$ cat src/jsc_pkg.sv
// Shared types, phase codes and character helpers for the JSON object checker.
package jsc_pkg;

    localparam int DEFAULT_MAX_NESTING = 32;

    localparam int PHASE_W = 5;
    localparam int HEX_W   = 3;
    localparam int LIT_W   = 5;
    localparam int DEPTH_W = 6;

    localparam logic [PHASE_W-1:0] PH_TOP       = 5'd0;
    localparam logic [PHASE_W-1:0] PH_OBJ_FIRST = 5'd1;
    localparam logic [PHASE_W-1:0] PH_OBJ_KEY   = 5'd2;
    localparam logic [PHASE_W-1:0] PH_OBJ_COLON = 5'd3;
    localparam logic [PHASE_W-1:0] PH_VALUE     = 5'd4;
    localparam logic [PHASE_W-1:0] PH_ARR_FIRST = 5'd5;
    localparam logic [PHASE_W-1:0] PH_AFTER     = 5'd6;
    localparam logic [PHASE_W-1:0] PH_DONE      = 5'd7;
    localparam logic [PHASE_W-1:0] PH_KEY_STR   = 5'd8;
    localparam logic [PHASE_W-1:0] PH_KEY_ESC   = 5'd9;
    localparam logic [PHASE_W-1:0] PH_KEY_HEX   = 5'd10;
    localparam logic [PHASE_W-1:0] PH_VAL_STR   = 5'd11;
    localparam logic [PHASE_W-1:0] PH_VAL_ESC   = 5'd12;
    localparam logic [PHASE_W-1:0] PH_VAL_HEX   = 5'd13;
    localparam logic [PHASE_W-1:0] PH_NUM_MINUS = 5'd14;
    localparam logic [PHASE_W-1:0] PH_NUM_ZERO  = 5'd15;
    localparam logic [PHASE_W-1:0] PH_NUM_INT   = 5'd16;
    localparam logic [PHASE_W-1:0] PH_NUM_DOT   = 5'd17;
    localparam logic [PHASE_W-1:0] PH_NUM_FRAC  = 5'd18;
    localparam logic [PHASE_W-1:0] PH_NUM_E     = 5'd19;
    localparam logic [PHASE_W-1:0] PH_NUM_ESIGN = 5'd20;
    localparam logic [PHASE_W-1:0] PH_NUM_EDIG  = 5'd21;
    localparam logic [PHASE_W-1:0] PH_LIT       = 5'd22;

    localparam logic [1:0] VERDICT_PENDING  = 2'd0;
    localparam logic [1:0] VERDICT_VALID    = 2'd1;
    localparam logic [1:0] VERDICT_REJECTED = 2'd2;

    localparam logic KIND_OBJECT = 1'b0;
    localparam logic KIND_ARRAY  = 1'b1;

    // literal table positions: true 0..3, false 4..8, null 9..12
    localparam logic [LIT_W-1:0] LIT_TRUE_START  = 5'd1;
    localparam logic [LIT_W-1:0] LIT_FALSE_START = 5'd5;
    localparam logic [LIT_W-1:0] LIT_NULL_START  = 5'd10;
    localparam logic [LIT_W-1:0] LIT_TRUE_END    = 5'd4;
    localparam logic [LIT_W-1:0] LIT_FALSE_END   = 5'd9;
    localparam logic [LIT_W-1:0] LIT_NULL_END    = 5'd13;
    localparam logic [LIT_W-1:0] LIT_LEN         = 5'd13;

    localparam logic [HEX_W-1:0] HEX_DIGITS = 3'd4;

    typedef struct packed {
        logic [PHASE_W-1:0] phase;
        logic [HEX_W-1:0]   hex_left;
        logic [LIT_W-1:0]   lit_pos;
    } lex_state_t;

    typedef struct packed {
        logic push;
        logic pop;
        logic kind;
    } stack_op_t;

    typedef struct packed {
        logic top_kind;
        logic empty;
        logic one;
        logic full;
    } stack_view_t;

    function automatic logic is_ws(input logic [7:0] b);
        return (b == 8'h20) || (b == 8'h09) || (b == 8'h0A) || (b == 8'h0D);
    endfunction

    function automatic logic is_digit(input logic [7:0] b);
        return (b >= "0") && (b <= "9");
    endfunction

    function automatic logic is_hex(input logic [7:0] b);
        return is_digit(b) || ((b >= "a") && (b <= "f")) || ((b >= "A") && (b <= "F"));
    endfunction

    function automatic logic [7:0] lit_char(input logic [LIT_W-1:0] idx);
        logic [7:0] c;
        case (idx)
            5'd0:    c = "t";
            5'd1:    c = "r";
            5'd2:    c = "u";
            5'd3:    c = "e";
            5'd4:    c = "f";
            5'd5:    c = "a";
            5'd6:    c = "l";
            5'd7:    c = "s";
            5'd8:    c = "e";
            5'd9:    c = "n";
            5'd10:   c = "u";
            5'd11:   c = "l";
            5'd12:   c = "l";
            default: c = 8'h00;
        endcase
        return c;
    endfunction

endpackage

$ cat src/jsc_lexer.sv
// Next-state logic of the JSON grammar for one byte.
module jsc_lexer
    import jsc_pkg::*;
(
    input  lex_state_t  state,
    input  logic [7:0]  text_byte,
    input  stack_view_t view,
    output lex_state_t  next,
    output stack_op_t   op,
    output logic        reject
);

    typedef struct packed {
        lex_state_t st;
        stack_op_t  op;
        logic       rej;
    } step_t;

    function automatic step_t open_c(input step_t s, input logic kind, input stack_view_t v);
        step_t r;
        r = s;
        if (v.full) begin
            r.rej = 1'b1;
        end else begin
            r.op.push   = 1'b1;
            r.op.kind   = kind;
            r.st.phase  = (kind == KIND_ARRAY) ? PH_ARR_FIRST : PH_OBJ_FIRST;
        end
        return r;
    endfunction

    function automatic step_t close_c(input step_t s, input logic kind, input stack_view_t v);
        step_t r;
        r = s;
        if (v.empty || (v.top_kind != kind)) begin
            r.rej = 1'b1;
        end else begin
            r.op.pop   = 1'b1;
            r.st.phase = v.one ? PH_DONE : PH_AFTER;
        end
        return r;
    endfunction

    function automatic step_t start_value(input step_t s, input logic [7:0] b,
                                          input stack_view_t v);
        step_t r;
        r = s;
        if (b == "{") begin
            r = open_c(s, KIND_OBJECT, v);
        end else if (b == "[") begin
            r = open_c(s, KIND_ARRAY, v);
        end else if (b == "\"") begin
            r.st.phase = PH_VAL_STR;
        end else if (b == "-") begin
            r.st.phase = PH_NUM_MINUS;
        end else if (b == "0") begin
            r.st.phase = PH_NUM_ZERO;
        end else if (is_digit(b)) begin
            r.st.phase = PH_NUM_INT;
        end else if (b == "t") begin
            r.st.lit_pos = LIT_TRUE_START;
            r.st.phase   = PH_LIT;
        end else if (b == "f") begin
            r.st.lit_pos = LIT_FALSE_START;
            r.st.phase   = PH_LIT;
        end else if (b == "n") begin
            r.st.lit_pos = LIT_NULL_START;
            r.st.phase   = PH_LIT;
        end else begin
            r.rej = 1'b1;
        end
        return r;
    endfunction

    function automatic step_t after_value(input step_t s, input logic [7:0] b,
                                          input stack_view_t v);
        step_t r;
        r = s;
        r.st.phase = PH_AFTER;
        if (is_ws(b)) begin
            r.st.phase = PH_AFTER;
        end else if (b == ",") begin
            if (v.empty) begin
                r.rej = 1'b1;
            end else begin
                r.st.phase = (v.top_kind == KIND_ARRAY) ? PH_VALUE : PH_OBJ_KEY;
            end
        end else if (b == "}") begin
            r = close_c(r, KIND_OBJECT, v);
        end else if (b == "]") begin
            r = close_c(r, KIND_ARRAY, v);
        end else begin
            r.rej = 1'b1;
        end
        return r;
    endfunction

    function automatic step_t string_byte(input step_t s, input logic [7:0] b,
                                          input logic [PHASE_W-1:0] esc_ph,
                                          input logic [PHASE_W-1:0] done_ph);
        step_t r;
        r = s;
        if (b == "\"") begin
            r.st.phase = done_ph;
        end else if (b == "\\") begin
            r.st.phase = esc_ph;
        end else if (b < 8'h20) begin
            r.rej = 1'b1;
        end
        return r;
    endfunction

    function automatic step_t escape_byte(input step_t s, input logic [7:0] b,
                                          input logic [PHASE_W-1:0] str_ph,
                                          input logic [PHASE_W-1:0] hex_ph);
        step_t r;
        r = s;
        if ((b == "\"") || (b == "\\") || (b == "/") || (b == "b") || (b == "f") ||
            (b == "n") || (b == "r") || (b == "t")) begin
            r.st.phase = str_ph;
        end else if (b == "u") begin
            r.st.hex_left = HEX_DIGITS;
            r.st.phase    = hex_ph;
        end else begin
            r.rej = 1'b1;
        end
        return r;
    endfunction

    function automatic step_t hex_byte(input step_t s, input logic [7:0] b,
                                       input logic [PHASE_W-1:0] str_ph);
        step_t r;
        r = s;
        if (!is_hex(b) || (s.st.hex_left == '0)) begin
            r.rej = 1'b1;
        end else begin
            r.st.hex_left = s.st.hex_left - HEX_W'(1);
            if (s.st.hex_left == HEX_W'(1)) begin
                r.st.phase = str_ph;
            end
        end
        return r;
    endfunction

    function automatic step_t lit_byte(input step_t s, input logic [7:0] b);
        step_t            r;
        logic [LIT_W-1:0] pos;
        r   = s;
        pos = s.st.lit_pos + LIT_W'(1);
        if ((s.st.lit_pos >= LIT_LEN) || (lit_char(s.st.lit_pos) != b)) begin
            r.rej = 1'b1;
        end else if ((pos == LIT_TRUE_END) || (pos == LIT_FALSE_END) ||
                     (pos == LIT_NULL_END)) begin
            r.st.lit_pos = '0;
            r.st.phase   = PH_AFTER;
        end else begin
            r.st.lit_pos = pos;
        end
        return r;
    endfunction

    step_t s0;
    step_t s;

    always_comb
    begin
        s0.st  = state;
        s0.op  = '0;
        s0.rej = 1'b0;
        s      = s0;
        case (state.phase)
            PH_TOP:
            begin
                if (text_byte == "{") s = open_c(s0, KIND_OBJECT, view);
                else if (!is_ws(text_byte)) s.rej = 1'b1;
            end
            PH_OBJ_FIRST:
            begin
                if (text_byte == "\"") s.st.phase = PH_KEY_STR;
                else if (text_byte == "}") s = close_c(s0, KIND_OBJECT, view);
                else if (!is_ws(text_byte)) s.rej = 1'b1;
            end
            PH_OBJ_KEY:
            begin
                if (text_byte == "\"") s.st.phase = PH_KEY_STR;
                else if (!is_ws(text_byte)) s.rej = 1'b1;
            end
            PH_OBJ_COLON:
            begin
                if (text_byte == ":") s.st.phase = PH_VALUE;
                else if (!is_ws(text_byte)) s.rej = 1'b1;
            end
            PH_VALUE:
            begin
                if (!is_ws(text_byte)) s = start_value(s0, text_byte, view);
            end
            PH_ARR_FIRST:
            begin
                if (text_byte == "]") s = close_c(s0, KIND_ARRAY, view);
                else if (!is_ws(text_byte)) s = start_value(s0, text_byte, view);
            end
            PH_AFTER:     s = after_value(s0, text_byte, view);
            PH_DONE:
            begin
                if (!is_ws(text_byte)) s.rej = 1'b1;
            end
            PH_KEY_STR:   s = string_byte(s0, text_byte, PH_KEY_ESC, PH_OBJ_COLON);
            PH_KEY_ESC:   s = escape_byte(s0, text_byte, PH_KEY_STR, PH_KEY_HEX);
            PH_KEY_HEX:   s = hex_byte(s0, text_byte, PH_KEY_STR);
            PH_VAL_STR:   s = string_byte(s0, text_byte, PH_VAL_ESC, PH_AFTER);
            PH_VAL_ESC:   s = escape_byte(s0, text_byte, PH_VAL_STR, PH_VAL_HEX);
            PH_VAL_HEX:   s = hex_byte(s0, text_byte, PH_VAL_STR);
            PH_NUM_MINUS:
            begin
                if (text_byte == "0") s.st.phase = PH_NUM_ZERO;
                else if (is_digit(text_byte)) s.st.phase = PH_NUM_INT;
                else s.rej = 1'b1;
            end
            PH_NUM_ZERO:
            begin
                if (text_byte == ".") s.st.phase = PH_NUM_DOT;
                else if ((text_byte == "e") || (text_byte == "E")) s.st.phase = PH_NUM_E;
                else if (is_digit(text_byte)) s.rej = 1'b1;
                else s = after_value(s0, text_byte, view);
            end
            PH_NUM_INT:
            begin
                if (is_digit(text_byte)) s = s0;
                else if (text_byte == ".") s.st.phase = PH_NUM_DOT;
                else if ((text_byte == "e") || (text_byte == "E")) s.st.phase = PH_NUM_E;
                else s = after_value(s0, text_byte, view);
            end
            PH_NUM_DOT:
            begin
                if (is_digit(text_byte)) s.st.phase = PH_NUM_FRAC;
                else s.rej = 1'b1;
            end
            PH_NUM_FRAC:
            begin
                if (is_digit(text_byte)) s = s0;
                else if ((text_byte == "e") || (text_byte == "E")) s.st.phase = PH_NUM_E;
                else s = after_value(s0, text_byte, view);
            end
            PH_NUM_E:
            begin
                if ((text_byte == "+") || (text_byte == "-")) s.st.phase = PH_NUM_ESIGN;
                else if (is_digit(text_byte)) s.st.phase = PH_NUM_EDIG;
                else s.rej = 1'b1;
            end
            PH_NUM_ESIGN:
            begin
                if (is_digit(text_byte)) s.st.phase = PH_NUM_EDIG;
                else s.rej = 1'b1;
            end
            PH_NUM_EDIG:
            begin
                if (!is_digit(text_byte)) s = after_value(s0, text_byte, view);
            end
            PH_LIT:       s = lit_byte(s0, text_byte);
            default:      s.rej = 1'b1;
        endcase
    end

    assign next   = s.st;
    assign op     = s.op;
    assign reject = s.rej;

endmodule

$ cat config.mk
export PLATFORM = sky130hd
export DESIGN_NAME = jsc_lexer
export DESIGN_NICKNAME = d
export VERILOG_FILES = /design/src/jsc_pkg.sv /design/src/jsc_lexer.sv
export SDC_FILE = /design/constraint.sdc
export NUM_CORES = 1
export LEC_CHECK = 0
export BUFFER_PORTS_ARGS = -buffer_cell sky130_fd_sc_hd__clkbuf_2
export CAP_MARGIN = 15
export CORE_MARGIN = 2
export CORE_UTILIZATION = 35
export DETAILED_ROUTE_END_ITERATION = 8
export PLACE_DENSITY_LB_ADDON = 0.3
export SLEW_MARGIN = 20
export SYNTH_ARGS = -nofsm -noshare
export SYNTH_HDL_FRONTEND = slang
export SYNTH_SLANG_ARGS = --single-unit
$ cat constraint.sdc
create_clock -name vclk -period 2.5
set_input_delay 0.125 -clock vclk [all_inputs]
set_output_delay 0.125 -clock vclk [all_outputs]
set_load 0.005 [all_outputs]
==> run_results.csv, run 1 <==
group,metric,value,unit
status,outcome,"finished, final reports clean",
setup_path,cp.required,2.38,ns
setup_path,cp-start-kind,"input port",
layout,final_cell_mix,"55 x buf_4, 45 x nand2_1, 36 x nor2_1",
layout,syn2layout_area_growth,24.85,%
synth,synth_top_area_share,6.122,%
floorplanning,start_util,35.89,%
synth,netlist_top_cells_area,"nand2_1 6.1%, a21oi_1 5.1%, nor2_1 4.9%",
setup_path,path_common_cell,"buf_4",
drt,via_count,3756,
place,hpwl,8631,µm
drt,ant_nets,0,
layout,nClkBuffers,0,
setup_path,setup.worst_path.class,"in -> out",
sta,hold_viol_final,0,
layout,layout-drive-gt1-share,26.46,%
sta,drv_slew,0,
synth,netlist_area,2759,µm²
global_routing,overflow,0,
drt,route.detailed.drc,0,
sta,worst_pin_slew,0.6261,ns
global_routing,grt_pass1_wl,17820,µm
sta,setup_tns,0,ns
layout,fill_cells,820,
setup_path,slowest_stage,"a221oi_4",
floorplanning,die_x,92.79,µm
sta,fin_crit,2.410,ns
floorplanning,core_area,7687,µm²
layout,multiInputGateArea,2601,µm²
setup_path,cp.arrival,2.29,ns
layout,num_antenna_cells,0,
layout,regArea,0,µm²
setup_path,crit_buf_inv,4,
setup_path,critical_path.max_stage_delay,0.33,ns
place,io_buffers,42,
sta,post-route-period-util,96.41,%
drt,firstDrtPassIters,6,
sta,relSlewSlack,57.91,%
global_routing,track_usage,25.06,%
power,pwr_density_cell,132.2,nW/µm²
hold_path,hp-class,"in -> out",
global_routing,grt_max_degree,31,
setup_path,crit_chain,"buf_4, buf_4, ha_1, nor3b_2, a31o_2, a31o_1, a221oi_4, nor3_4, buf_4, nor3b_1, a221o_1, clkbuf_2",
sta,max_freq,0.4149,GHz
drt,viasPerCell,6.291,
flow_run,maxCapViolCount,0,
synth,synth_cells,435,
synth,yosysTopAreaCell,"nand2_1",
synth,synthesis.nets,469,
synth,synth_cell_types,80,
layout,final_nets,531,
setup_path,cp_top_family,"compound AO/OA/AOI/OAI gates",
setup_path,cp-end-kind,"primary output",
cts,ctsHoldBuffers,0,
drt,wl_per_cell,18.54,µm
synth,yosysWarnings,0,
layout,seq_cells,0,
setup_path,crit_path_max_fanout,7,
sta,setup_viol,0,
floorplanning,io_pins,42,
floorplanning,num_rows,32,
power,p_leak,0.001359,µW
floorplanning,dieHeight,92.79,µm
global_routing,antenna_found_initial,0,
floorplanning,die_area,8609,µm²
sta,whs,0.5533,ns
layout,layout_commonest_cell,"buf_4",
place,place_congestion,1.067,
synth,ys_seq_area_share,0,%
synth,synth_area_per_cell,6.342,µm²
drt,routed_wl,11070,µm
drt,drt_iter0_drc,498,
global_routing,first_global_vias,3549,
power,irDropWorstVdd,0.05763,mV
cell usage after synthesis (all sizes together) (10+ instances only):
| library cell | n |
|---|---|
| a21oi | 29 |
| buf | 18 |
| clkbuf | 19 |
| inv | 13 |
| nand2 | 45 |
| nand2b | 14 |
| nand3 | 25 |
| nand4 | 10 |
| nor2 | 36 |
| nor2b | 14 |
| nor3 | 16 |
| nor4 | 10 |
| o21ai | 27 |
per-stage QoR:
step           utilization, %  std cells  power [µW]  setup WS, ns  area [µm²]
3_3_place_gp            42.77        590       423.7      -0.08340        3288
4_1_cts                 42.99        591       427.2      0.005640        3304
6_report                44.81        597       455.2       0.08963        3445
5_1_grt                 44.81        597       493.6     -0.003437        3445
2_1_floorplan               -        435       276.3        0.3467        2759
3_5_place_dp            42.77        590       424.7      -0.03517        3288
report_power, final:
part	total, µW	internal [µW]	switching [µW]
clock network	0	0	0
logic	455	189	266
registers	0	0	0
total	455	189	266
cells by family after synthesis:
kind of cell               synth area share [%]
buffers and inverters                     8.798
AOI/OAI and AO/OA                         33.47
and+or+nand+nor                           48.80
xor gates and xnor gates                  1.587
muxes                                     3.265
adders and majority gates                 4.082
final timing paths:
check	cells past startpoint	to	from	slack (ns)
worst max-delay path	12	next[0]	state[0]	0.09
worst min-delay path	3	op[2]	view[0]	0.55
layer usage:
layer  GRT usage (%)  share of wire, %  vias up
li1                -                 -     1788
met1           34.15                44     1718
met2           40.34                44      204
met3           3.824               8.4       46
met4           7.966               3.6        0
met5               0                 0        -
cell type report:
cell class	instances	share of cell area (%)
Tap cell	102	3.705
Inverter	13	1.489
Multi-Input combinational cell	385	75.52
Timing Repair Buffer	97	19.29
what timing repair did:
action,4_1_cts,5_1_grt
setup endpoints to repair,2,9
resized for setup,3,34
hold endpoints to repair,0,0
pin swaps,2,8
buffers inserted,1,6
Power figures use the tool's default switching activity.
==> inputs of run 2 (changes only) <==
==> constraint.sdc (replaced) <==
create_clock -name vclk -period 2.5
set_input_delay 0.375 -clock vclk [all_inputs]
set_output_delay 0.375 -clock vclk [all_outputs]
set_load 0.005 [all_outputs]
==> run_results.csv, run 2 (synthesized netlist as in run 1, its figures left out) <==
group,metric,value,unit
power,cellInternalPower,358.8,µW
power,power.switching,366.4,µW
hold_path,hp-class,"in -> out",
drt,viasPerCell,6.414,
place,io_buffers,42,
global_routing,antenna_found_initial,0,
floorplanning,start_util,35.89,%
place,hpwl,10250,µm
setup_path,crit_chain,"buf_8, buf_6, nand4b_1, nor4_2, buf_4, nor3_4, nor4_4, o211ai_1, or4_1, buf_2",
setup_path,cp-start-kind,"input port",
power,pwr-share-clk,0,%
setup_path,cp_top_family,"simple AND/OR/NAND/NOR gates",
setup_path,cp-end-kind,"primary output",
drt,firstDrtPassIters,8,
global_routing,overflow,0,
power,comb_power_share,100.0,%
sta,post-route-period-util,119.0,%
layout,syn2layout_area_growth,92.20,%
setup_path,setup.worst_path.class,"in -> out",
hold_path,hp-start,"view[0]",
sta,setup_viol,14,
place,pre_cts_slack,-0.5067,ns
layout,layout-drive-gt1-share,52.40,%
power,pwr_density_cell,136.8,nW/µm²
floorplanning,num_rows,32,
floorplanning,die_area,8609,µm²
drt,met2_length,7178,µm
flow_run,maxCapViolCount,0,
sta,relSlewSlack,60.66,%
sta,fin_crit,2.976,ns
drt,via_count,4791,
floorplanning,die_x,92.79,µm
floorplanning,core_area,7687,µm²
global_routing,grt_pass1_wl,21950,µm
sta,rsz0062_at_grt,"true",
drt,route.met3.wl,1782,µm
layout,nClkBuffers,0,
layout,layout_commonest_cell,"buf_4",
power,p_leak,0.002270,µW
floorplanning,dieHeight,92.79,µm
setup_path,cp.arrival,2.60,ns
setup_path,critical_path.max_stage_delay,0.53,ns
hold_path,min_path_cells,3,
global_routing,first_global_vias,4272,
setup_path,cp.required,2.12,ns
hold_path,min_to,"op[2]",
layout,seq_cells,0,
status,outcome,"complete, but fails checks",
sta,hold_viol_final,0,
setup_path,crit_buf_inv,4,
global_routing,track_usage,31.17,%
sta,finalWorstSetupSlack,-0.4756,ns
status,violations,"negative setup slack",
drt,drt_iter0_drc,653,
power,pwr-share-seq,0,%
drt,wl_per_cell,21.27,µm
cts,ctsHoldBuffers,0,
sta,max_freq,0.3361,GHz
layout,final_nets,681,
layout,final_cell_mix,"175 x buf_4, 42 x nand2_1, 30 x nor2_1",
setup_path,crit_path_max_fanout,6,
drt,routed_wl,15890,µm
sta,drv_slew,0,
floorplanning,io_pins,42,
layout,num_antenna_cells,0,
place,place_congestion,0.9923,
sta,worst_pin_slew,0.5752,ns
drt,highest_layer,"met4",
global_routing,grt_max_degree,15,
drt,m1WireLength,5778,µm
layout,fin_util,68.98,%
layout,regArea,0,µm²
layout,fill_cells,565,
power,irDropWorstVdd,0.06628,mV
sta,setup_tns,-4.084,ns
setup_path,slowest_stage,"or4_1",
drt,ant_nets,0,
drt,route.detailed.drc,0,
power,p_sw_share,50.52,%
[run 2: cell count changes in the layout (fill, tap and decap cells not counted), sizes merged]
cell	previous run	this run
buf	61	216
clkbuf	36	31
clkinvlp	0	1
inv	13	12
[run 2: power by group through the flow]
stage	Sequential (µW)	Clock [µW]	Combinational, µW
detailed placement	0	0	544
global placement	0	0	535
global route	0	0	761
CTS	0	0	613
finish	0	0	725
floorplan	0	0	282
[run 2: layer usage]
layer	vias to the layer above	track usage, %
met3	128	2.848
met2	415	53.68
met4	0	6.985
met5	-	0
li1	2097	-
met1	2151	41.95
[run 2: per-stage QoR]
stage          std cells  hold WS [ns]  power (µW)  cell area (µm²)
5_1_grt              747         1.075       760.6             5303
4_1_cts              726         1.053       613.5             4801
3_3_place_gp         708         1.055       535.4             4224
6_report             747         1.074       725.2             5303
3_5_place_dp         708         1.053       543.6             4224
2_1_floorplan        435        0.7854       282.0             2805
[run 2: worst max-delay path by stage]
stage | end | slack, ns | start | depth (start not counted)
floorplan | next[0] | -0.1 | state[0] | 10
global placement | next[9] | -0.46 | text_byte[6] | 11
detailed placement | next[8] | -0.51 | text_byte[6] | 9
CTS | next[3] | -0.40 | state[0] | 11
global route | next[8] | -0.59 | text_byte[1] | 10
finish | next[8] | -0.48 | text_byte[1] | 10
[run 2: repair_timing]
| item | in CTS | in global routing |
|---|---|---|
| setup buffers | 22 | 21 |
| resized for setup | 91 | 80 |
| cloned | 0 | 1 |
| pin swaps | 43 | 49 |
| setup endpoints to repair | 16 | 17 |
[run 2: final cells by class]
class / instances / area, µm² / area share (%)
multi-input combinational: 385 / 3070 / 57.90
tap: 102 / 127.6 / 2.407
inverter: 13 / 57.56 / 1.085
timing repair buffer: 247 / 2047 / 38.60
